**config.mk**
```make
export PLATFORM = sky130hd
export DESIGN_NAME = rnpp_norm
export DESIGN_NICKNAME = d
export VERILOG_FILES = /design/src/rtl/rnpp_pkg.sv /design/src/rtl/rnpp_norm.sv
export SDC_FILE = /design/constraint.sdc
export NUM_CORES = 2
export LEC_CHECK = 0
export BUFFER_PORTS_ARGS = -buffer_cell sky130_fd_sc_hd__buf_2
export CAP_MARGIN = 15
export CORE_AREA = 2 2 309 387
export CTS_CLUSTER_DIAMETER = 30
export DETAILED_ROUTE_END_ITERATION = 6
export DIE_AREA = 0 0 311 389
export GPL_TIMING_DRIVEN = 0
export PLACE_DENSITY = 0.73
export SLEW_MARGIN = 20
export SYNTH_ARGS = -nofsm -noshare
export SYNTH_HDL_FRONTEND = slang
export SYNTH_SLANG_ARGS = --single-unit
```
**constraint.sdc**
```tcl
create_clock -name clk -period 12.7 [get_ports clk]
set_input_delay 0.635 -clock clk [delete_from_list [all_inputs] [get_ports clk]]
set_output_delay 0.635 -clock clk [all_outputs]
set_load 0.005 [all_outputs]
```
**src/rtl/rnpp_pkg.sv**
```systemverilog
package rnpp_pkg;

	// point limit and derived widths
	localparam int unsigned MAX_POINTS = 1048576;
	localparam int CNT_W = 21;
	localparam int IDX_W = 20;
	localparam int ALONG_W = 31;

	// queue between front and back
	localparam int QDEPTH = 8;
	localparam int QPTR_W = 3;
	localparam int QCNT_W = 4;

	// register indexes (byte address is 4 times the index)
	localparam logic [2:0] REG_START_X = 3'd0;
	localparam logic [2:0] REG_START_Y = 3'd1;
	localparam logic [2:0] REG_START_Z = 3'd2;
	localparam logic [2:0] REG_DIR_X   = 3'd3;
	localparam logic [2:0] REG_DIR_Y   = 3'd4;
	localparam logic [2:0] REG_DIR_Z   = 3'd5;
	localparam logic [2:0] REG_RADIUS  = 3'd6;

	// unit direction in signed q1.30
	typedef struct packed {
		logic               ok;
		logic signed [31:0] ux;
		logic signed [31:0] uy;
		logic signed [31:0] uz;
	} dir_t;

	// one classified point handed from front to back
	typedef struct packed {
		logic               exam;
		logic               last;
		logic [IDX_W-1:0]   index;
		logic [63:0]        miss;
		logic [ALONG_W-1:0] along;
	} item_t;

endpackage

```
**src/rtl/rnpp_norm.sv**
```systemverilog
module rnpp_norm (
	input  logic               clk,
	input  logic               arst_n,
	input  logic               start,
	input  logic [31:0]        dir_x,
	input  logic [31:0]        dir_y,
	input  logic [31:0]        dir_z,
	output logic               busy,
	output rnpp_pkg::dir_t     dir
);

	typedef enum logic [2:0] {N_IDLE, N_LOAD, N_SHIFT, N_SQ, N_SQRT, N_DIV} state_t;

	state_t      state_q;
	logic [2:0]  sgn_q;
	logic [31:0] m_q [3];
	logic [1:0]  k_q;
	logic [63:0] acc_q;
	logic [63:0] res_q;
	logic [63:0] bit_q;
	logic [32:0] rem_q;
	logic [61:0] dq_q;
	logic [5:0]  cnt_q;

	logic [31:0] m_or;
	logic [63:0] sq_prod;
	logic [63:0] res_bit;
	logic [33:0] trial;
	logic        qbit;
	logic [33:0] rem_next;
	logic [61:0] dq_next;
	logic [31:0] qmag;
	logic [31:0] uval;

	assign busy = (state_q != N_IDLE);

	// shared datapath pieces
	assign m_or     = m_q[0] | m_q[1] | m_q[2];
	assign sq_prod  = 64'(m_q[k_q]) * 64'(m_q[k_q]);
	assign res_bit  = res_q + bit_q;
	assign trial    = {rem_q, dq_q[61]};
	assign qbit     = (trial >= {2'b00, res_q[31:0]});
	assign rem_next = qbit ? (trial - {2'b00, res_q[31:0]}) : trial;
	assign dq_next  = {dq_q[60:0], qbit};
	assign qmag     = {1'b0, dq_next[30:0]};
	assign uval     = sgn_q[k_q] ? (32'd0 - qmag) : qmag;

	// sequencer: shift up, sum of squares, square root, three divisions
	always_ff @(posedge clk or negedge arst_n) begin
		if (!arst_n) begin
			state_q <= N_IDLE;
			dir     <= '0;
			sgn_q   <= '0;
			k_q     <= '0;
			cnt_q   <= '0;
			acc_q   <= '0;
			res_q   <= '0;
			bit_q   <= '0;
			rem_q   <= '0;
			dq_q    <= '0;
			m_q[0]  <= '0;
			m_q[1]  <= '0;
			m_q[2]  <= '0;
		end else if (start) begin
			state_q <= N_LOAD;
		end else begin
			case (state_q)
				N_IDLE: begin
					state_q <= N_IDLE;
				end
				N_LOAD: begin
					sgn_q   <= {dir_z[31], dir_y[31], dir_x[31]};
					m_q[0]  <= dir_x[31] ? (32'd0 - dir_x) : dir_x;
					m_q[1]  <= dir_y[31] ? (32'd0 - dir_y) : dir_y;
					m_q[2]  <= dir_z[31] ? (32'd0 - dir_z) : dir_z;
					state_q <= N_SHIFT;
				end
				N_SHIFT: begin
					if (m_or == 32'd0) begin
						dir     <= '0;
						state_q <= N_IDLE;
					end else if (m_or[31:30] == 2'b00) begin
						m_q[0] <= {m_q[0][30:0], 1'b0};
						m_q[1] <= {m_q[1][30:0], 1'b0};
						m_q[2] <= {m_q[2][30:0], 1'b0};
					end else begin
						k_q     <= 2'd0;
						acc_q   <= '0;
						state_q <= N_SQ;
					end
				end
				N_SQ: begin
					acc_q <= acc_q + sq_prod;
					if (k_q == 2'd2) begin
						res_q   <= '0;
						bit_q   <= 64'd1 << 62;
						state_q <= N_SQRT;
					end else begin
						k_q <= k_q + 2'd1;
					end
				end
				N_SQRT: begin
					if (acc_q >= res_bit) begin
						acc_q <= acc_q - res_bit;
						res_q <= (res_q >> 1) + bit_q;
					end else begin
						res_q <= res_q >> 1;
					end
					bit_q <= bit_q >> 2;
					if (bit_q == 64'd1) begin
						k_q     <= 2'd0;
						cnt_q   <= '0;
						rem_q   <= '0;
						dq_q    <= {m_q[0], 30'd0};
						state_q <= N_DIV;
					end
				end
				N_DIV: begin
					if (cnt_q == 6'd61) begin
						case (k_q)
							2'd0:    dir.ux <= uval;
							2'd1:    dir.uy <= uval;
							default: dir.uz <= uval;
						endcase
						if (k_q == 2'd2) begin
							dir.ok  <= 1'b1;
							state_q <= N_IDLE;
						end else begin
							k_q   <= k_q + 2'd1;
							cnt_q <= '0;
							rem_q <= '0;
							dq_q  <= {m_q[k_q + 2'd1], 30'd0};
						end
					end else begin
						cnt_q <= cnt_q + 6'd1;
						rem_q <= rem_next[32:0];
						dq_q  <= dq_next;
					end
				end
				default: begin
					state_q <= N_IDLE;
				end
			endcase
		end
	end

endmodule

```
==> PnR_summary.wiki <==
{| class="wikitable"
! Metric !! Value
|-
| EDFF count, synth || 0
|-
| Post-route DRC || 3
|-
| First-pass GRT wire length || 351,000 µm
|-
| Worst slew margin relative to its limit || 12.7%
|-
| Most used DFF post-synth || sky130_fd_sc_hd__dfrtp_1
|-
| Mapped Avg Cell Area || 8.47 µm²
|-
| Delay of the slowest critical-path stage || 0.87 ns
|-
| Pin count of the biggest net entering global routing || 103
|-
| Area of the mapped netlist || 64,100 µm²
|-
| Worst endpoint data arrival time || 13.25 ns
|-
| Row cnt || 141
|-
| Count of input and output buffers || 196
|-
| Reg2Reg Capture Point || acc_q[60]
|-
| Flip-flop and latch count after synthesis || 462
|-
| Fraction of final layout cells with drive strength greater than 1 || 6.71%
|-
| Final number of max-transition violations || 0
|-
| Count of nets left with antenna violations after detail routing || 0
|-
| Worst skew pair latency || 0.71 ns
|-
| Total I/O pin count || 197
|-
| Number of clock buffers inserted by TritonCTS || 84
|-
| GRT Residual Overflow || 0
|-
| DR vias/cell || 5.93
|-
| Total routing usage reported by global routing || 38.3%
|-
| Number of search-and-repair iterations in the first detailed-routing pass || 7
|-
| Critical path startpoint category || flop
|-
| Most Crowded Layer GR || met2
|-
| Routed wire length per instance || 24.2 µm
|-
| Worst setup margin || -0.0148 ns
|-
| Measured slew at the worst slew-check pin || 1.31 ns
|-
| Initial core utilization || 54.5%
|-
| # clock sinks || 462
|-
| Cell taking the most area after synthesis || sky130_fd_sc_hd__fa_1
|-
| Drt initial violations || 5,177
|-
| Maximum fanout along the worst path || 10
|-
| Clock root buffer || sky130_fd_sc_hd__clkbuf_16
|-
| Final critical delay including setup and external delays || 12.71 ns
|-
| Area growth from synthesis to layout || 10.0%
|-
| Max stage delay cell, worst path || sky130_fd_sc_hd__clkbuf_1
|-
| Top achievable clock speed || 78.6 MHz
|-
| Data required time of the worst path || 13.24 ns
|-
| Clock Pin Slew Worst Setup and Hold Paths || 0.06 ns
|-
| Synth Warn # || 0
|-
| Launch point of the critical path || k_q[1]
|-
| Die area || 121,000 µm²
|-
| Skew final || 0.0803 ns
|-
| Die width || 311 µm
|-
| GR met3 Demand/Resource || 7.09%
|-
| Final wirelength || 230,000 µm
|-
| Number of global-route vias before repair || 58,400
|-
| Count of different cell masters after synthesis || 85
|-
| End of the critical path || acc_q[60]
|-
| Violated checks || design-rule violations, negative setup slack
|-
| Clock buffer depth || 3
|-
| Worst setup path category || flop to flop
|-
| Run status || complete, but fails checks
|-
| Proportion of netlist area held by the largest area contributor || 27.3%
|-
| Number of antenna violations at the first check in global routing || 1
|-
| Met2 capacity usage during global routing || 63.7%
|-
| Count of nets after finishing || 9,252
|-
| Global-route track usage on met1 || 46.4%
|-
| H-tree levels || 3
|-
| Reg2reg path depth || 33
|-
| FF-to-FF setup slack || -0.01 ns
|-
| Die height || 389 µm
|-
| Final weighted congestion in routability-driven placement || 1.06
|-
| Classification of the worst-slack hold path || input port to flop
|-
| Estimated wirelength of the detail-placed design || 190,000 µm
|-
| Core region area || 117,000 µm²
|-
| Commonest cells after routing, fill and taps aside || sky130_fd_sc_hd__inv_1, sky130_fd_sc_hd__nand2_1, sky130_fd_sc_hd__fa_1
|-
| Largest cells by area after synthesis || sky130_fd_sc_hd__fa_1, sky130_fd_sc_hd__dfrtp_1, sky130_fd_sc_hd__ha_1, sky130_fd_sc_hd__inv_1, sky130_fd_sc_hd__nand2_1
|-
| Asr flop ratio synth || 100%
|-
| CTS tree || yes
|-
| FF-to-FF Start || k_q[1]
|-
| Number of setup violations in the final report || 1
|-
| Nets in the synthesized netlist || 8,955
|-
| Syn Inst Count || 7,564
|-
| Crit. End Element || flop
|-
| Final hold violation count || 0
|-
| Most prevalent standard cell on the critical path || sky130_fd_sc_hd__fa_1
|-
| Via count || 56,400
|-
| Worst slack on hold paths || 0.209 ns
|-
| Post-route clock period utilization || 100%
|-
| Most frequent standard cell in the layout excluding fill and tap cells || sky130_fd_sc_hd__inv_1
|-
| Register area share after synthesis || 18.0%
|-
| Number of maximum-capacitance violations || 0
|}
cell usage after synthesis (54+ instances only):
cell                       number
sky130_fd_sc_hd__a21o_1       134
sky130_fd_sc_hd__a21oi_1      408
sky130_fd_sc_hd__a22o_1        54
sky130_fd_sc_hd__a31oi_1       92
sky130_fd_sc_hd__clkbuf_1     317
sky130_fd_sc_hd__dfrtp_1      462
sky130_fd_sc_hd__fa_1         874
sky130_fd_sc_hd__ha_1         418
sky130_fd_sc_hd__inv_1       1280
sky130_fd_sc_hd__mux2_2        69
sky130_fd_sc_hd__mux2i_1       57
sky130_fd_sc_hd__nand2_1      905
sky130_fd_sc_hd__nand3_1       54
sky130_fd_sc_hd__nand4_1       84
sky130_fd_sc_hd__nor2_1       637
sky130_fd_sc_hd__nor3_1        79
sky130_fd_sc_hd__o21ai_0      504
sky130_fd_sc_hd__xnor2_1      187
sky130_fd_sc_hd__xor2_1       202
final cells by class:
| class | instances | area, µm² |
|---|---|---|
| Clock inverter | 62 | 886 |
| Multi-Input combinational cell | 5446 | 46400 |
| Timing Repair Buffer | 215 | 1280 |
| Tap cell | 1573 | 1970 |
| Clock buffer | 93 | 2190 |
| Antenna cell | 2 | 5.00 |
| Fill cell | 10600 | 47000 |
| Buffer | 363 | 1420 |
| Inverter | 1289 | 4840 |
| Sequential cell | 462 | 11600 |
state kept, by name, summed over array words and instances (netlist names), 3 cells and up:
register,flops
dq_q,62
bit_q,32
cnt_q,6
acc_q,64
rem_q,33
m_q,96
state_q,3
sgn_q,3
res_q,64
dir,97
per-layer routing:
metal / vias to the layer above / part of all wire (%)
met2: 2673 / 47
met1: 27800 / 37
met3: 714 / 8.2
li1: 25200 / -
met5: - / 0
met4: 0 / 7.6
timing repair:
item                                   in CTS  in global routing
buffers inserted                            0                  0
hold buffers                                1                  0
setup endpoints to repair                   1                  7
endpoints found under the hold margin      27                  0
gates resized for setup                     1                 42
worst max-delay path, delay by kind of cell, from the launching register on:
family,cells,cell delay (ns)
AOI/OAI and AO/OA,5,1.44
adders and majority gates,9,4.51
buffers and inverters,9,3.44
DFF,1,0.35
muxes,2,0.48
and+or+nand+nor,8,2.27
cells by family after synthesis:
kind of cell,synth area share (%)
muxes,2.10
and+or+nand+nor,14.1
AOI/OAI and AO/OA,15.3
buffers and inverters,9.73
xor gates and xnor gates,5.32
DFF,18.0
adders and majority gates,35.5
through the flow:
step	TNS (ns)	instances	instance area, µm²	setup slack, ns	utilization, %
3_3_place_gp	-3.33	9333	67000	-0.650	57.1
3_5_place_dp	0	9350	67400	0.0111	57.3
6_report	-0.0148	9505	70500	-0.0148	60.0
2_1_floorplan	0	7564	64100	3.34	-
4_1_cts	0	9506	70500	0.0480	60.0
5_1_grt	-0.00273	9503	70500	-0.00273	60.0
worst min-delay path by stage:
stage / startpoint / endpoint / slack (ns) / cells after the start
floorplan: arst_n / acc_q[0] / 0.34 / 0
CTS: dir_y[30] / m_q[63] / 0.18 / 3
global route: dir_y[30] / m_q[63] / 0.22 / 3
global placement: dir[5] / dir[5] / 0.46 / 2
finish: dir_y[30] / m_q[63] / 0.21 / 3
detailed placement: dir[31] / dir[31] / 0.46 / 2
Power is not shown: default switching activity piles up to over one toggle a cycle in this logic, so the estimate is an artifact.
