### src/rtl/rnpp_pkg.sv
package rnpp_pkg;

	// point limit and derived widths
	localparam int unsigned MAX_POINTS = 1048576;
	localparam int CNT_W = 21;
	localparam int IDX_W = 20;
	localparam int ALONG_W = 31;

	// queue between front and back
	localparam int QDEPTH = 8;
	localparam int QPTR_W = 3;
	localparam int QCNT_W = 4;

	// register indexes (byte address is 4 times the index)
	localparam logic [2:0] REG_START_X = 3'd0;
	localparam logic [2:0] REG_START_Y = 3'd1;
	localparam logic [2:0] REG_START_Z = 3'd2;
	localparam logic [2:0] REG_DIR_X   = 3'd3;
	localparam logic [2:0] REG_DIR_Y   = 3'd4;
	localparam logic [2:0] REG_DIR_Z   = 3'd5;
	localparam logic [2:0] REG_RADIUS  = 3'd6;

	// unit direction in signed q1.30
	typedef struct packed {
		logic               ok;
		logic signed [31:0] ux;
		logic signed [31:0] uy;
		logic signed [31:0] uz;
	} dir_t;

	// one classified point handed from front to back
	typedef struct packed {
		logic               exam;
		logic               last;
		logic [IDX_W-1:0]   index;
		logic [63:0]        miss;
		logic [ALONG_W-1:0] along;
	} item_t;

endpackage

### src/rtl/rnpp_back.sv
module rnpp_back (
	input  logic                           clk,
	input  logic                           arst_n,
	input  logic                           q_valid,
	input  rnpp_pkg::item_t                q_item,
	output logic                           pop,
	input  logic                           dir_ok,
	input  logic [61:0]                    r2,
	output logic                           out_valid,
	input  logic                           out_stall,
	output logic                           found,
	output logic [rnpp_pkg::IDX_W-1:0]     hit_index,
	output logic [rnpp_pkg::ALONG_W-1:0]   hit_distance
);

	logic [63:0]                  best_q;
	logic                         hit_q;
	logic [rnpp_pkg::IDX_W-1:0]   idx_q;
	logic [rnpp_pkg::ALONG_W-1:0] along_q;

	logic                         better;
	logic                         new_hit;
	logic                         hit_n;
	logic [rnpp_pkg::IDX_W-1:0]   idx_n;
	logic [rnpp_pkg::ALONG_W-1:0] along_n;

	assign pop = q_valid && (!out_valid || !out_stall);

	// running minimum, first index wins a tie
	assign better  = q_item.exam && (q_item.miss < best_q);
	assign new_hit = better && (q_item.miss < 64'(r2));
	assign hit_n   = hit_q || new_hit;
	assign idx_n   = new_hit ? q_item.index : idx_q;
	assign along_n = new_hit ? q_item.along : along_q;

	// search state
	always_ff @(posedge clk or negedge arst_n) begin
		if (!arst_n) begin
			best_q  <= {64{1'b1}};
			hit_q   <= 1'b0;
			idx_q   <= '0;
			along_q <= '0;
		end else if (pop) begin
			if (q_item.last) begin
				best_q  <= {64{1'b1}};
				hit_q   <= 1'b0;
				idx_q   <= '0;
				along_q <= '0;
			end else begin
				if (better) begin
					best_q <= q_item.miss;
				end
				hit_q   <= hit_n;
				idx_q   <= idx_n;
				along_q <= along_n;
			end
		end
	end

	// result register
	always_ff @(posedge clk or negedge arst_n) begin
		if (!arst_n) begin
			out_valid    <= 1'b0;
			found        <= 1'b0;
			hit_index    <= '0;
			hit_distance <= '0;
		end else if (pop && q_item.last) begin
			out_valid    <= 1'b1;
			found        <= hit_n && dir_ok;
			hit_index    <= (hit_n && dir_ok) ? idx_n : '0;
			hit_distance <= (hit_n && dir_ok) ? along_n : '0;
		end else if (!out_stall) begin
			out_valid <= 1'b0;
		end
	end

endmodule

### config.mk
export PLATFORM = sky130hd
export DESIGN_NAME = rnpp_back
export DESIGN_NICKNAME = d
export VERILOG_FILES = /design/src/rtl/rnpp_pkg.sv /design/src/rtl/rnpp_back.sv
export SDC_FILE = /design/constraint.sdc
export NUM_CORES = 1
export LEC_CHECK = 0
export BUFFER_PORTS_ARGS = -buffer_cell sky130_fd_sc_hd__buf_2
export CAP_MARGIN = 20
export CORE_UTILIZATION = 50
export CTS_BUF_LIST = sky130_fd_sc_hd__clkbuf_8
export DETAILED_ROUTE_END_ITERATION = 6
export GPL_ROUTABILITY_DRIVEN = 0
export PLACE_DENSITY = 0.75
export SLEW_MARGIN = 20
export SYNTH_ARGS = -nofsm -noshare
export SYNTH_HDL_FRONTEND = slang
export SYNTH_SLANG_ARGS = --single-unit
export TNS_END_PERCENT = 10
### constraint.sdc
create_clock -name clk -period 3.5 [get_ports clk]
set_input_delay 0.35 -clock clk [delete_from_list [all_inputs] [get_ports clk]]
set_output_delay 0.35 -clock clk [all_outputs]
set_load 0.01 [all_outputs]
==> results.txt, run 1 <==
status: finished, final reports clean
area leader, netlist: dfrtp_1
CP Launch Point: best_q[57]
most frequent cell after synthesis: inv_1
synth cell count leaders: inv_1, ha_1, dfrtp_1
Fin. Hold Viols: 0
Mapped Cells: 955
post-synth top area share: 26.5%
clock network fraction of total power: 30.4%
post-route ant nets: 0
GRT Residual Overflow: 0
setup violators final: 0
sequential-to-total area share from yosys stat: 43.4%
FF-to-FF Start: best_q[57]
worst-skew pair later-pin latency: 480 ps
Worst Skew: 27.2 ps
GRT Overall Usage: 25.4%
hold path startpoint: q_item[26]
met1 Resource Use GR: 33.0%
CTS sink cnt: 169
Pint: 3.31 mW
DR vias/cell: 5.49
syn nets: 1,263
routed wire length: 25.0 mm
starting DRC count in detailed routing: 381
CP required: 3910 ps
GRT busiest layer: met2
DRC Markers: 0
worst-case vdd ir drop: 0.259 mV
share of cells above drive strength 1: 29.9%
Setup TNS: 0 ps
DP HPWL: 18.3 mm
PD cells: 412 nW/um2
Mapped Area: 9930 um2
register bit count reported by yosys: 169
cts bufs inserted: 17
I/O pin cnt: 238
grt met3 use: 5.13%
CORE AREA: 19,500 um2
Max Root-Sink Buffers: 2
Leak: 6.88 nW
CP Class: flop to flop
syn_area_per_cell: 10.4 um2
Clk pin slew, worst setup/hold paths: 120 ps
Synth area leaders: dfrtp_1, dfstp_2, ha_1, mux2i_1, a221o_1
Final Power: 4.94 mW
I/O Buffers: 237
power share of the combinational group: 22.5%
Root Driver: clkbuf_8
Die X-Extent: 143 um
max frequency: 307 MHz
Max-Cap Viols: 0
Yosys cell types: 45
CTS tree: built
Psw: 1.63 mW
drt wl/cell: 17.0 um
min cycle time layout: 3260 ps
Pre-Repair DR Iteration Count: 5
Die Height: 143 um
YS warnings: 0
Flop pwr share: 47.1%
met2 Use GR: 42.1%
CTS H-tree depth: 4
Least-Margin Pin Slew: 836 ps
Switching Fraction: 33.0%
Startpoint Class: flop
RSZ-0062 raised after global routing: no
Slew Viols, Final: 0
Post-synth EDFFs: 0
largest net degree at the start of global routing: 91
async set-reset flop share out of synthesis: 100%
global-route wire length before repair: 40.2 mm
FP Rows: 51
Setup crit end kind: flop
vias: 8,073
area of the die: 20,400 um2
critical-path maximum fanout: 30
Tightest Hold Check Type: input pin to flop
area grow syn2layout: 20.7%
initial antenna violation count: 5
Period Utilization, post-route: 93.2%
Worst slew margin: 44.2%
Nets: 1,497
Synth Flop Type: dfrtp_1
vias in the first global route: 7,965
Initial Utilization: 51.0%
crit path DAT: 3670 ps
==> area by class of cell <==
type                    count  area [um2]
fillers                  1657        7480
repair buffers            256        1450
inverters                 127         477
diodes                      3        7.51
flip-flops and latches    169        4310
multi-input cells         618        4960
clock buffers              17         234
well taps                 265         332
clock inverters            15         209
==> state kept, by name (all words and copies together) (netlist names) <==
signal	count
out_valid	1
best_q	64
hit_index	20
idx_q	20
hit_distance	31
hit_q	1
found	1
along_q	31
==> power by group through the flow <==
stage	Clock, mW	Combinational [mW]	Sequential (mW)
final	1.50	1.11	2.32
after global routing	1.62	1.27	2.35
after CTS	1.53	1.12	2.33
after detailed placement	0	1.11	2.36
after global placement	0	1.07	2.35
after floorplan	0	0.702	2.34
==> routing by layer <==
layer  wire, um  share of wire, %  vias to the layer above
li1           -                 -                     3894
met1      11100                44                     3908
met2      11900                48                      226
met3       1400               5.6                       41
met4        605               2.4                        4
met5         22             0.088                        -
==> what timing repair did <==
action	in CTS	in global routing
hold endpoints to repair	39	0
buffers inserted	0	3
gates resized for setup	0	1
hold buffers	1	0
setup endpoints to repair	0	51
==> cells by family (layout without fill, tap and decap cells) <==
group / count (synthesis) / in the layout / synth area share, %
and+or+nand+nor: 221 / 221 / 11.4
adders and majority gates: 124 / 124 / 15.6
AOI/OAI and AO/OA: 216 / 216 / 16.9
buffers and inverters: 168 / 415 / 6.94
other: 0 / 3 / 0
muxes: 57 / 57 / 5.75
DFF: 169 / 169 / 43.4
==> worst max-delay path: stages (launching register included) <==
cell and delay [ps]:
dfstp_2 540, inv_1 40, ha_1 290, nand4_1 130, or4_1 590, nand3b_1 240, o32a_1 460, nand4_2 150
nor3b_4 330, buf_12 240, a221o_1 180
==> metrics by stage <==
| step | cells | hold WS [ps] | utilization, % | setup WS, ps | instance area [um2] |
|---|---|---|---|---|---|
| CTS | 1464 | 72.0 | 61.3 | 88.3 | 11900 |
| global placement | 1431 | 460 | 59.0 | 114 | 11500 |
| detailed placement | 1431 | 461 | 59.0 | 51.0 | 11500 |
| floorplan | 955 | 54.4 | - | 495 | 9930 |
| finish | 1470 | 93.2 | 61.6 | 240 | 12000 |
| global route | 1469 | 61.8 | 61.5 | 8.35 | 12000 |
==> worst paths after layout <==
kind	end	slack [ps]	cells after the start
max in group asynchronous	along_q[29]	2020	3
min reg2reg	found	490	1
min in group asynchronous	hit_distance[22]	540	2
min	along_q[26]	90	2
max reg2reg	hit_index[16]	240	10
max	hit_index[16]	240	10
==> placed cells by master (no fill, tap or decap), drive strengths merged, types with 2 or more instances in the layout <==
| cell | n |
|---|---|
| ha | 124 |
| o22a | 6 |
| nor3 | 6 |
| and3 | 2 |
| a221o | 52 |
| a21oi | 48 |
| clkbuf | 17 |
| dfstp | 64 |
| or4 | 3 |
| and2 | 54 |
| nand3 | 11 |
| o32a | 5 |
| o211ai | 5 |
| a211oi | 8 |
| nand4 | 19 |
| nor2 | 12 |
| dfrtp | 105 |
| mux2i | 57 |
| clkinv | 5 |
| a221oi | 6 |
| a22o | 51 |
| nand2 | 97 |
| nor4 | 3 |
| o21a | 3 |
| diode | 3 |
| buf | 255 |
| o21ai | 20 |
| a21o | 4 |
| inv | 137 |
| nand2b | 7 |
| a2111oi | 2 |
| nor3b | 2 |
No activity file was read; power rests on OpenSTA's default activity.
==> run 2: changes to the inputs <==
--- a/config.mk
+++ b/config.mk
@@ -5,6 +5,7 @@
 export SDC_FILE = /design/constraint.sdc
 export NUM_CORES = 1
 export LEC_CHECK = 0
+export ABC_AREA = 1
 export BUFFER_PORTS_ARGS = -buffer_cell sky130_fd_sc_hd__buf_2
 export CAP_MARGIN = 20
 export CORE_UTILIZATION = 50
==> run 2 against run 1 <==
Net effect: flip-flop and latch count unchanged; sequential share of layout area decreased by 0.62 points; register-to-register slack improved by 450 ps; worst setup slack improved by 450 ps; via count increased by 15%.
==> results.txt, run 2 <==
async set-reset flop share out of synthesis: 100% (unchanged)
Max Root-Sink Buffers: 2 (unchanged)
DR vias/cell: 5.03 (-8.4%)
register bit count reported by yosys: 169 (unchanged)
Slew Viols, Final: 0 (unchanged)
Period Utilization, post-route: 80.4% (-13 points)
syn_area_per_cell: 7.61 um2 (-27%)
critical-path maximum fanout: 52 (+73%)
share of cells above drive strength 1: 22.3% (-7.5 points)
vias in the first global route: 9,011 (+13%)
Clk pin slew, worst setup/hold paths: 100 ps (-20 ps)
CORE AREA: 20,200 um2 (+4.0%)
CTS tree: built
Nets: 1,875 (+25%)
placed cells: 1,817 (+27%)
drt wl/cell: 13.4 um (-21%)
post-route ant nets: 0 (unchanged)
Initial Utilization: 50.9% (-0.091 points)
sequential-to-total area share from yosys stat: 41.8% (-1.6 points)
min cycle time layout: 2810 ps (-447 ps)
Setup Buffers After CTS: 0 (unchanged)
crit-path cells: inv_1 -> ha_1 -> a21oi_1 -> nor2_1 -> nor3_1 -> nand2_1 -> nand2_1 -> nand2_1 -> nand2_1 -> nand2_1 -> a21oi_4 -> buf_4 -> nand3_1 -> nand2_1 -> nand2_1 -> nand2_1
R2R cell count: 16 (+6)
Die Height: 146 um (+1.8%)
Least-Margin Pin Slew: 730 ps (-107 ps)
Worst slew margin: 51.3% (+7.1 points)
worst path bufs/invs: 2 (unchanged)
area leader, netlist: dfrtp_1
worst-skew pair later-pin latency: 460 ps (-20 ps)
Worst path depth: 16 (+6)
RSZ-0062 raised after global routing: no
PD cells: 442 nW/um2 (+7.1%)
CP required: 3900 ps (about the same)
Startpoint Class: flop
worst-case vdd ir drop: 0.278 mV (+7.1%)
I/O Buffers: 237 (unchanged)
Fin. Hold Viols: 0 (unchanged)
crit path DAT: 3220 ps (-450 ps)
synth cell count leaders: nand2_1, inv_1, o21ai_0
most frequent cells in the layout: nand2_1, buf_2, inv_1
most common cell after layout, fill and taps aside: nand2_1
CTS sink cnt: 169 (unchanged)
CP max stage delay: 530 ps (-60 ps)
starting DRC count in detailed routing: 426 (+12%)
Setup crit end kind: flop
largest net degree at the start of global routing: 127 (+40%)
DP HPWL: 17.7 mm (-3.5%)
max FFs per register: 64 (unchanged)
setup violators final: 0 (unchanged)
Tightest Hold Check Type: input pin to flop
area grow syn2layout: 18.3%
CP delay by family, top: simple AND/OR/NAND/NOR gates
Yosys cell types: 28 (-38%)
Post-synth EDFFs: 0 (unchanged)
Mapped Cells: 1,354 (+42%)
Mapped Area: 10,300 um2 (+3.8%)
area of the die: 21,200 um2 (+3.7%)
FP Rows: 52 (+2.0%)
GRT Overall Usage: 24.4% (-0.98 points)
cts bufs inserted: 17 (unchanged)
Pre-Repair DR Iteration Count: 5 (unchanged)
Setup TNS: 0 ps (unchanged)
GRT Residual Overflow: 0 (unchanged)
vias: 9,302 (+15%)
post-synth top area share: 25.5% (-0.96 points)
YS warnings: 0 (unchanged)
status: finished, final reports clean
post-route insts no fill: 1,850 (+26%)
most frequent cell after synthesis: nand2_1
Max-Cap Viols: 0 (unchanged)
CTS H-tree depth: 4 (unchanged)
Synth Flop Type: dfrtp_1
Synth area leaders: dfrtp_1, nand2_1, dfstp_2, ha_1, o21ai_0
syn nets: 1,662 (+32%)
cell count of the worst hold path: 3 (+1)
routed wire length: 24.8 mm (-0.50%)
CP Class: flop to flop
I/O pin cnt: 238 (unchanged)
Worst Skew: 15.7 ps (-11.5 ps)
global-route wire length before repair: 42.2 mm (+5.0%)
# diodes: 0 (-3)
largest registers: best_q: 64 flops, along_q: 31 flops, hit_distance: 31 flops
Die X-Extent: 146 um (+1.8%)
most frequent cell on the critical path: nand2_1
DRC Markers: 0 (unchanged)
slowest CP cell: dfstp_2
max frequency: 355 MHz (+16%)
Leak: 7.12 nW (+3.4%)
initial antenna violation count: 2 (-3)
Top reg by flops: best_q
Root Driver: clkbuf_8
run 2: changes by cell type in the layout (fill, tap and decap cells not counted), sizes merged, moves of 51 or more:
cell,previous run,this run
nand3,11,66
and2,54,0
mux2i,57,0
a22o,51,0
o21ai,20,147
nand2,97,518
a221o,52,0
run 2: worst reg2reg max path: stages, from the launching register on:
cell     delay [ps]
dfstp_2         530
inv_1            40
ha_1            290
a21oi_1         160
nor2_1           50
nor3_1          130
nand2_1          80
nand2_1          60
nand2_1          80
nand2_1          70
nand2_1         100
a21oi_4         200
buf_4           520
nand3_1         190
nand2_1         130
nand2_1          60
nand2_1          70
run 2: layer usage:
layer  global-route usage [%]  up-vias  routed length [um]
li1                         -     4756                   -
met1                     31.6     4308               11200
met2                     41.6      213               12000
met3                     6.24       21                1430
met4                     4.68        4                 195
met5                        0        -                  30
run 2: repair_timing:
action / in CTS / in global routing
hold endpoints to repair: 75 / 0
resized for setup: 0 / 0
endpoints found under the setup margin: 0 / 0
hold buffers: 1 / 0
run 2: metrics by stage:
step	hold WS, ps	setup WS (ps)	total power, mW	util, %	instance area, um2
floorplan	54.4	1180	3.45	-	10300
global placement	425	691	3.85	58.1	11800
detailed placement	428	674	3.92	58.1	11800
CTS	130	607	5.45	60.3	12200
global route	138	344	5.78	60.3	12200
finish	160	686	5.38	60.3	12200
run 2: logic make-up (layout without fill, tap and decap cells):
group / after synthesis / count (layout) / share of synthesized area (%)
flops: 169 / 169 / 41.8
fa+ha+maj: 124 / 124 / 15.1
simple gates: 640 / 640 / 24.6
compound gates: 212 / 212 / 10.7
buf+inv: 209 / 435 / 7.89
run 2: worst paths after layout:
| kind | startpoint | to | slack [ps] |
|---|---|---|---|
| max reg2reg | best_q[5] | along_q[23] | 690 |
| max | best_q[5] | along_q[23] | 690 |
| max in group asynchronous | arst_n | best_q[48] | 2120 |
| min reg2reg | hit_distance[6] | hit_distance[6] | 490 |
| min | q_item[45] | best_q[14] | 160 |
| min in group asynchronous | arst_n | idx_q[6] | 450 |
run 2: where the power goes:
| part | total (mW) | leakage, nW | internal [mW] | switching [mW] |
|---|---|---|---|---|
| registers | 2.44 | 2.13 | 2.36 | 0.0773 |
| clock network | 1.51 | 0.218 | 0.689 | 0.821 |
| logic | 1.43 | 4.76 | 0.540 | 0.894 |
run 2: layout make-up:
class                      count  area [um2]
inverter                     153         574
sequential                   169        4310
multi-input combinational    976        5210
clock buffer                  18         248
fill                        1838        8040
timing repair buffer         250        1330
tap                          270         338
clock inverter                14         181
