## src/rtl/rnpp_pkg.sv

```systemverilog
package rnpp_pkg;

	// point limit and derived widths
	localparam int unsigned MAX_POINTS = 1048576;
	localparam int CNT_W = 21;
	localparam int IDX_W = 20;
	localparam int ALONG_W = 31;

	// queue between front and back
	localparam int QDEPTH = 8;
	localparam int QPTR_W = 3;
	localparam int QCNT_W = 4;

	// register indexes (byte address is 4 times the index)
	localparam logic [2:0] REG_START_X = 3'd0;
	localparam logic [2:0] REG_START_Y = 3'd1;
	localparam logic [2:0] REG_START_Z = 3'd2;
	localparam logic [2:0] REG_DIR_X   = 3'd3;
	localparam logic [2:0] REG_DIR_Y   = 3'd4;
	localparam logic [2:0] REG_DIR_Z   = 3'd5;
	localparam logic [2:0] REG_RADIUS  = 3'd6;

	// unit direction in signed q1.30
	typedef struct packed {
		logic               ok;
		logic signed [31:0] ux;
		logic signed [31:0] uy;
		logic signed [31:0] uz;
	} dir_t;

	// one classified point handed from front to back
	typedef struct packed {
		logic               exam;
		logic               last;
		logic [IDX_W-1:0]   index;
		logic [63:0]        miss;
		logic [ALONG_W-1:0] along;
	} item_t;

endpackage

```

## src/rtl/rnpp_fifo.sv

```systemverilog
module rnpp_fifo (
	input  logic                          clk,
	input  logic                          arst_n,
	input  logic                          push,
	input  rnpp_pkg::item_t               push_item,
	input  logic                          pop,
	output rnpp_pkg::item_t               pop_item,
	output logic                          not_empty,
	output logic [rnpp_pkg::QCNT_W-1:0]   count
);

	rnpp_pkg::item_t             slot_q [rnpp_pkg::QDEPTH];
	logic [rnpp_pkg::QPTR_W-1:0] wr_q;
	logic [rnpp_pkg::QPTR_W-1:0] rd_q;
	logic [rnpp_pkg::QCNT_W-1:0] cnt_q;

	assign pop_item  = slot_q[rd_q];
	assign not_empty = (cnt_q != '0);
	assign count     = cnt_q;

	// storage
	always_ff @(posedge clk) begin
		if (push) begin
			slot_q[wr_q] <= push_item;
		end
	end

	// pointers and fill level
	always_ff @(posedge clk or negedge arst_n) begin
		if (!arst_n) begin
			wr_q  <= '0;
			rd_q  <= '0;
			cnt_q <= '0;
		end else begin
			if (push) begin
				wr_q <= wr_q + rnpp_pkg::QPTR_W'(1);
			end
			if (pop) begin
				rd_q <= rd_q + rnpp_pkg::QPTR_W'(1);
			end
			if (push && !pop) begin
				cnt_q <= cnt_q + rnpp_pkg::QCNT_W'(1);
			end else if (pop && !push) begin
				cnt_q <= cnt_q - rnpp_pkg::QCNT_W'(1);
			end
		end
	end

endmodule

```

## config.mk

```make
export PLATFORM = sky130hd
export DESIGN_NAME = rnpp_fifo
export DESIGN_NICKNAME = d
export VERILOG_FILES = /design/src/rtl/rnpp_pkg.sv /design/src/rtl/rnpp_fifo.sv
export SDC_FILE = /design/constraint.sdc
export NUM_CORES = 1
export LEC_CHECK = 0
export ABC_AREA = 1
export ABC_CLOCK_PERIOD_IN_PS = 18600
export BUFFER_PORTS_ARGS = -buffer_cell sky130_fd_sc_hd__buf_2
export CAP_MARGIN = 20
export CELL_PAD_IN_SITES_DETAIL_PLACEMENT = 1
export CELL_PAD_IN_SITES_GLOBAL_PLACEMENT = 2
export CORE_MARGIN = 2
export CORE_UTILIZATION = 43
export DETAILED_ROUTE_END_ITERATION = 10
export PLACE_DENSITY_LB_ADDON = 0.1
export RECOVER_POWER = 100
export SYNTH_ARGS = -nofsm -noshare
export SYNTH_HDL_FRONTEND = slang
export SYNTH_SLANG_ARGS = --single-unit
```

## constraint.sdc

```tcl
create_clock -name clk -period 18.6 [get_ports clk]
set_input_delay 1.86 -clock clk [delete_from_list [all_inputs] [get_ports clk]]
set_output_delay 1.86 -clock clk [all_outputs]
set_load 0.01 [all_outputs]
```

==> run summary, run 1 <==
The fraction of synthesized cell area in xor and xnor cells came out at 0.1072%. Input and output buffers added on the ports amount to 242. Wire segments on met2 add up to 48890 µm in the final route.

After technology mapping, the gate count stands at 4116. The tools report the net count of the finished layout as 4439. The mapped netlist covers 40850 µm².

The number of cells on the worst reg-to-reg path is 3, and the via count of the first global-routing pass is 27213. The tools report the clock buffer count from CTS as 103. The post-synthesis share of cell area spent on and, or, nand and nor gates was 22.94%; the critical path's largest stage delay was 3.93 ns.

Data on the critical path is required at its endpoint by 16.74 ns. The complex-gate fraction of the synthesized area works out to 0.04900%. The synthesized netlist contains 18 unique library cells. The run gives 0 as the post-route antenna net violation count. The floorplan step set the die width to 312.2 µm.

The share of cell area taken by muxes after synthesis was 0%; the setup TNS was 0 ns. The run gives 69.41% as the sequential area share after synthesis. In this run the critical register-to-register path is launched from wr_q[0]$_DFFE_PN0P_.

The run gives 10562 as the filler cell count in the final layout. The run finished, with violations left. Dividing the detail-routed wire length by the instance count gives 17.89 µm.

The worst hold path passes through 2 cells. The detailed router finished its first iteration with 1391 violations. The die covers 97490 µm². Register-to-register path setup slack: 9.55 ns. Data on the critical path arrives at its endpoint at 9.23 ns. The area of the core region was 94590 µm². STA classifies the critical path startpoint as a flip-flop. The tools report the clock sink total as 946. For this run, design rule violations remaining after detail routing come to 0. After layout, the worst path uses 59.61% of the clock period. Detailed routing placed a total of 3962 µm of wire on met3.

The count of hold buffers inserted by post-cts repair was 0; the hold violation count in the final report was 0. The tools report the capture point of the worst reg-to-reg path as slot_q[6][67]$_DFFE_PP_. The combinational family with the most area after synthesis was simple AND/OR/NAND/NOR gates. The via density per instance works out to 4.695.

The run gives 0.5432 ns as the final hold slack. The analysis attributes to cell leakage a power of 0.01924 µW. In the global route stage, overall resource usage came out at 20.85%. The worst hold path terminates at wr_q[0]$_DFFE_PN0P_. The total number of yosys warnings came out at 0.

For the total of max-cap violations, the log shows 23. Traced cell by cell, the critical path runs through clkinvlp_2 > clkbuf_1 > nand2_1 > nand2_1 > clkbuf_1. The library cells used most frequently in the layout, excluding fill and tap cells, are sky130_fd_sc_hd__nand2_1 (1546), sky130_fd_sc_hd__nor2_1 (942), sky130_fd_sc_hd__edfxtp_1 (936).

The initial utilization of the core area, before any placement, comes to 43.19%. Leading cell type in the layout, fill and taps excluded: sky130_fd_sc_hd__nand2_1. The share of layout cells above drive strength 1 was 4.045%. Signal routing reaches up to met5. On the final layout, the worst clock skew is 0.01506 ns. The worst setup path is captured at a primary output. The first global-routing pass estimated 156700 µm of wire. The tools report the clock latency reported for the late side of the worst-skew pair as 0.66 ns. The net count after synthesis was 4243. Averaged over all synthesized cells, the footprint is 9.926 µm².

Clock-pin slew was measured on the worst setup and hold paths at 0.06 ns. The total power density per cell area was 159.6 nW/µm². The min-delay analysis places its worst path in the category reg -> reg. For the worst slew slack as a fraction of its limit, the log shows -550.9%.

Once the clock tree was built, the setup fixing pass inserted 0 buffers. After layout, the minimum clock period comes to 11.09 ns. For the pin with the worst max-slew slack, the measured transition is 9.764 ns. The top-level I/O count came out at 243. The startpoint of the lowest-slack hold path is wr_q[0]$_DFFE_PN0P_. The final layout contains routed wiring with a total length of 101400 µm. The maximum number of pins on one net before global-route repair was 241. The maximum VDD drop was 0.1205 mV; the count of endpoints failing setup in the final report was 0.

Setup repair after global routing left no endpoint under its margin. The checks that failed: max-capacitance violations, max-slew violations. For this block, wires on met1 add up to 46680 µm. The clock tree synthesis step divided the H-tree into 3 levels. Derived from the worst setup path, the maximum achievable clock frequency is 90.19 MHz. The tree is rooted in a sky130_fd_sc_hd__clkbuf_16. Summed over all nets, the half-perimeter wirelength after detailed placement is 51390 µm. Compared with the post-synthesis result, the final layout area differs by 12.06%.

Before antenna repair, the detailed router went through 5 iterations. The adder-cell share of the synthesized area is 0.2021%, and the biggest fanout along the worst timing path is 69. The number of buffers and inverters on the critical path is 3. The count of instances resized after the clock tree is built was 0; the vertical extent of the die was 312.2 µm.

The routed layout has 26617 vias. The global route total overflow is 0. The maximum root-to-sink buffer count is 3, and the number of rows created at floorplan is 113. The global placement routability congestion is 0.7080, and the max-slew violation total from the final report is 1507.

The slowest stage of the critical path belongs to the cell sky130_fd_sc_hd__clkinvlp_2. TritonCTS built the clock tree. The classification of the worst setup path was reg -> out. The flip-flop and latch count after synthesis came out at 946. The number of antenna violations at the first check in global routing is 14. The largest delay contributor family on the critical path is buffers and inverters.
==> where the power goes <==
| part | internal, µW | switching (µW) | leakage, µW |
|---|---|---|---|
| Clock | 1200 | 829 | 0.00164 |
| Sequential | 2640 | 117 | 0.00862 |
| Combinational | 736 | 1780 | 0.00898 |
| Total | 4580 | 2730 | 0.0192 |
==> sequential cells by signal, summed over array words and instances (netlist names) <==
register	flops
count	4
rd_q	3
slot_q	936
wr_q	3
==> cells in the mapped netlist <==
master / instances / area [µm²]
sky130_fd_sc_hd__nor2_1: 945 / 3547
sky130_fd_sc_hd__buf_6: 45 / 506.7
sky130_fd_sc_hd__fa_1: 1 / 20.02
sky130_fd_sc_hd__inv_1: 478 / 1794
sky130_fd_sc_hd__o21ai_0: 4 / 20.02
sky130_fd_sc_hd__buf_4: 15 / 112.6
sky130_fd_sc_hd__ha_1: 5 / 62.56
sky130_fd_sc_hd__buf_2: 85 / 425.4
sky130_fd_sc_hd__edfxtp_1: 936 / 28110
sky130_fd_sc_hd__nand3_1: 2 / 10.01
sky130_fd_sc_hd__xnor2_1: 2 / 17.52
sky130_fd_sc_hd__buf_1: 29 / 108.9
sky130_fd_sc_hd__nand2_1: 1546 / 5803
sky130_fd_sc_hd__clkbuf_1: 6 / 22.52
sky130_fd_sc_hd__or2_2: 2 / 12.51
sky130_fd_sc_hd__xor2_1: 3 / 26.28
sky130_fd_sc_hd__dfrtp_1: 10 / 250.2
sky130_fd_sc_hd__inv_2: 2 / 7.510
==> worst max-delay path by stage <==
stage	startpoint	endpoint	slack, ns	cells past startpoint
after floorplan	push	slot_q[0][0]$_DFFE_PP_	10.93	3
after global placement	rd_q[0]$_DFFE_PN0P_	pop_item[52]	12.38	10
after detailed placement	rd_q[0]$_DFFE_PN0P_	pop_item[52]	12.33	10
after CTS	rd_q[0]$_DFFE_PN0P_	pop_item[52]	11.59	10
after global routing	rd_q[2]$_DFFE_PN0P_	pop_item[111]	6.82	5
final	rd_q[2]$_DFFE_PN0P_	pop_item[114]	7.51	5
==> cells by family (layout without fill, tap and decap cells) <==
logic type	after synthesis	count (layout)
AOI/OAI and AO/OA	4	4
xor gates and xnor gates	5	5
adders and majority gates	6	6
buffers and inverters	660	944
DFF	946	946
other	0	4
and+or+nand+nor	2495	2495
==> tightest hold or removal path: stages (launching register included) <==
cell and delay, ns:
sky130_fd_sc_hd__dfrtp_1 0.38, sky130_fd_sc_hd__nand2_1 0.07, sky130_fd_sc_hd__nand2_1 0.06
==> area by class of cell <==
cell class              count  area [µm²]  area share, %
repair buffers            271        1105          2.413
clock inverters            56       540.5          1.181
clock buffers             137        2830          6.182
inverters                 480        1810          3.955
well taps                1265        1583          3.457
multi-input cells        2510        9542          20.84
flip-flops and latches    946       28360          61.95
diodes                      4       10.01        0.02186
==> routing by layer <==
layer | vias up | GRT usage, %
li1 | 13179 | -
met4 | 20 | 5.168
met3 | 130 | 3.477
met5 | - | 0
met1 | 12933 | 28.17
met2 | 355 | 35.17
==> metrics by stage <==
stage                     utilization [%]  total power, µW  cells  setup slack, ns  cell area (µm²)
after floorplan                         -             4545   4116            10.93            40850
after global placement              45.31             5305   5471            12.38            42850
after detailed placement            45.31             5345   5471            12.33            42850
after CTS                           48.87             7405   5664            11.59            46220
after global routing                48.40             7852   5668            6.823            45780
final                               48.40             7307   5669            7.513            45780
Note: power is estimated with default switching activity, not from simulation.
==> inputs of run 2 (changes only) <==
ABC_CLOCK_PERIOD_IN_PS = 11550   (was 18600)
CORE_UTILIZATION = 40   (was 43)
clock period = 11.55 ns   (was 18.6 ns; I/O delays follow)
==> run summary, run 2 (synthesized netlist as in run 1, its figures left out) <==
The flow ran to the end, but the final reports show violations. The checks that failed: max-capacitance violations, max-slew violations. Relative to the synthesized area, the layout overhead comes to 12.65%. Max-slew violation total from the final report: 281. Entering global routing, the biggest net connects 232 pins.

For the DRC violation count after routing, the log shows 0. The clock tree synthesis step divided the H-tree into 3 levels. The initial core utilization was 40.21%. The number of cells on the worst reg-to-reg path is 3, and the critical path data required time is 11.58 ns. The clock latency reported for the late side of the worst-skew pair was 0.68 ns.

After detailed placement, the total cell area comes to 42990 µm². The net count of the finished layout is 4434, and the number of antenna violations at the first check in global routing is 9. Measured along the y axis, the die boundary spans 323.6 µm. The register with the most flip-flops in the layout has 936 of them. The leading cell type in the layout, fill and taps excluded was sky130_fd_sc_hd__nand2_1. Routed via count: 26653. Hold is met by 0.4447 ns.

The number of antenna diodes in the final layout is 0. The number of detailed-routing iterations run before antenna repair came out at 5. The reg-to-reg critical path startpoint is wr_q[0]$_DFFE_PN0P_. The number of input and output port buffers inserted was 242; the via count of the first global-routing pass was 27104. The die covers 104700 µm². The cell area after layout was 46020 µm²; the maximum root-to-sink buffer count was 3.

The critical path is of the in -> reg type. The via density per instance was 4.621; the detail-routed net length per standard cell was 17.87 µm. Setup repair after global routing left no endpoint under its margin. The register-to-register path setup slack is 3.77 ns, and the leakage component of the power is 0.01930 µW. Combined global-route utilization of all metal layers: 19.83%.

The top cell types in the final layout, fill and taps aside, are sky130_fd_sc_hd__nand2_1 (1546), sky130_fd_sc_hd__nor2_1 (943), sky130_fd_sc_hd__edfxtp_1 (936). The initial DRC count was 1497. The critical path capture point type is a flip-flop. In this run the remaining antenna-violating nets after routing total 0. In this run the worst hold path is classified as in -> async. The number of setup buffers added after CTS is 0. The number of instances in the placed design came out at 5565. The HPWL after detailed placement was 50090 µm; the achievable clock frequency was 123.3 MHz.

Across the VDD grid, the largest voltage drop is 0.2026 mV. The total of max-cap violations was 7. Subtracting the final worst setup slack from the clock period gives 8.110 ns. Cells fill 45.30% of the core in the end. Setup violations remaining at the end of the flow were counted as 0. At the end of routability-driven placement, the weighted congestion stood at 0.7002. After the flow finishes, the layout carries non-filler instances totaling 5768. The cell sitting at the root of the clock tree is a sky130_fd_sc_hd__clkbuf_16. At the worst endpoint, the arrival time is 8.14 ns. The nature of the critical path startpoint was an input pin.

Ranked by flip-flop count, first place goes to slot_q. TritonCTS built the clock tree. The slew of the pin with the lowest slew margin is 8.335 ns, and the clock sink total is 946. For this run the aggregate overflow at the end of global routing stands at 0.

Across the routed clock network, the largest skew measured is 0.02050 ns. After clock tree synthesis, the flow added hold-fix buffers numbering 0. The portion of the clock cycle consumed by the worst path in the final layout is 70.22%, and the worst slew slack as a fraction of its limit is -455.6%.

The tools report the area of the core region as 101600 µm². The run gives 0 as the hold violation count in the final report. The tools report the capture point of the worst reg-to-reg path as slot_q[0][70]$_DFFE_PP_. The number of rows created at floorplan is 117, and the share of layout cells above drive strength 1 is 4.023%. 243 I/O pins were placed.

The first global-routing pass estimated 158100 µm of wire. For this block, the routed nets add up to 103100 µm of wire. Clock-pin slew was measured on the worst setup and hold paths at 0.06 ns. In this run the power density over the cells is 253.4 nW/µm².

Count of instances resized after the clock tree is built: 0. The setup TNS is 0 ns, and the width of the die is 323.6 µm. Clock tree synthesis inserted a total of 108 buffers. Biggest fanout along the worst timing path: 117.
-- run 2: cell count changes in the layout (fill, tap and decap cells not counted), sizes merged --
cell / previous run / this run
buf: 20 / 22
bufinv: 10 / 8
clkbuf: 388 / 379
clkdlybuf4s25: 0 / 1
clkinv: 37 / 46
clkinvlp: 7 / 1
diode: 4 / 0
inv: 482 / 487
-- run 2: layer usage --
metal	wire, µm	part of all wire (%)	vias to the layer above	GRT usage (%)
li1	-	-	13166	-
met1	47350	46	13015	26.13
met2	49980	48	339	33.95
met3	3870	3.8	119	3.378
met4	1796	1.7	14	5.123
met5	84	0.081	-	0
-- run 2: stage by stage --
step                      power [µW]  worst slack, ns
after floorplan                 7320            4.586
after global placement          8594            6.822
after detailed placement        8651            6.790
after CTS                      11990            6.049
after global routing           12560            2.873
final                          11660            3.440
-- run 2: how the worst max path moves through the flow --
stage                        startpoint                 endpoint  cells past startpoint
CTS                 rd_q[0]$_DFFE_PN0P_            pop_item[112]                      9
finish                             push  slot_q[0][70]$_DFFE_PP_                      5
global placement    rd_q[0]$_DFFE_PN0P_            pop_item[113]                      9
floorplan                          push   slot_q[0][0]$_DFFE_PP_                      3
detailed placement  rd_q[0]$_DFFE_PN0P_            pop_item[113]                      9
global route                       push  slot_q[0][45]$_DFFE_PP_                      5
-- run 2: layout make-up --
class,count,area [µm²]
flip-flops and latches,946,28360
well taps,1368,1712
clock buffers,141,2878
repair buffers,261,1209
inverters,480,1814
fillers,11525,55570
clock inverters,62,509.2
multi-input cells,2510,9534
-- run 2: worst max-delay path, stage by stage --
cell and delay [ns]:
sky130_fd_sc_hd__clkbuf_1 0.21, sky130_fd_sc_hd__inv_1 0.09, sky130_fd_sc_hd__or2_0 0.37, sky130_fd_sc_hd__nor2_4 0.13, sky130_fd_sc_hd__clkdlybuf4s25_1 5.97
-- run 2: power by group --
part,switching [µW],leakage (µW),internal (µW)
Combinational,2860,0.00902,1120
Clock,1360,0.00166,1930
Sequential,206,0.00862,4180
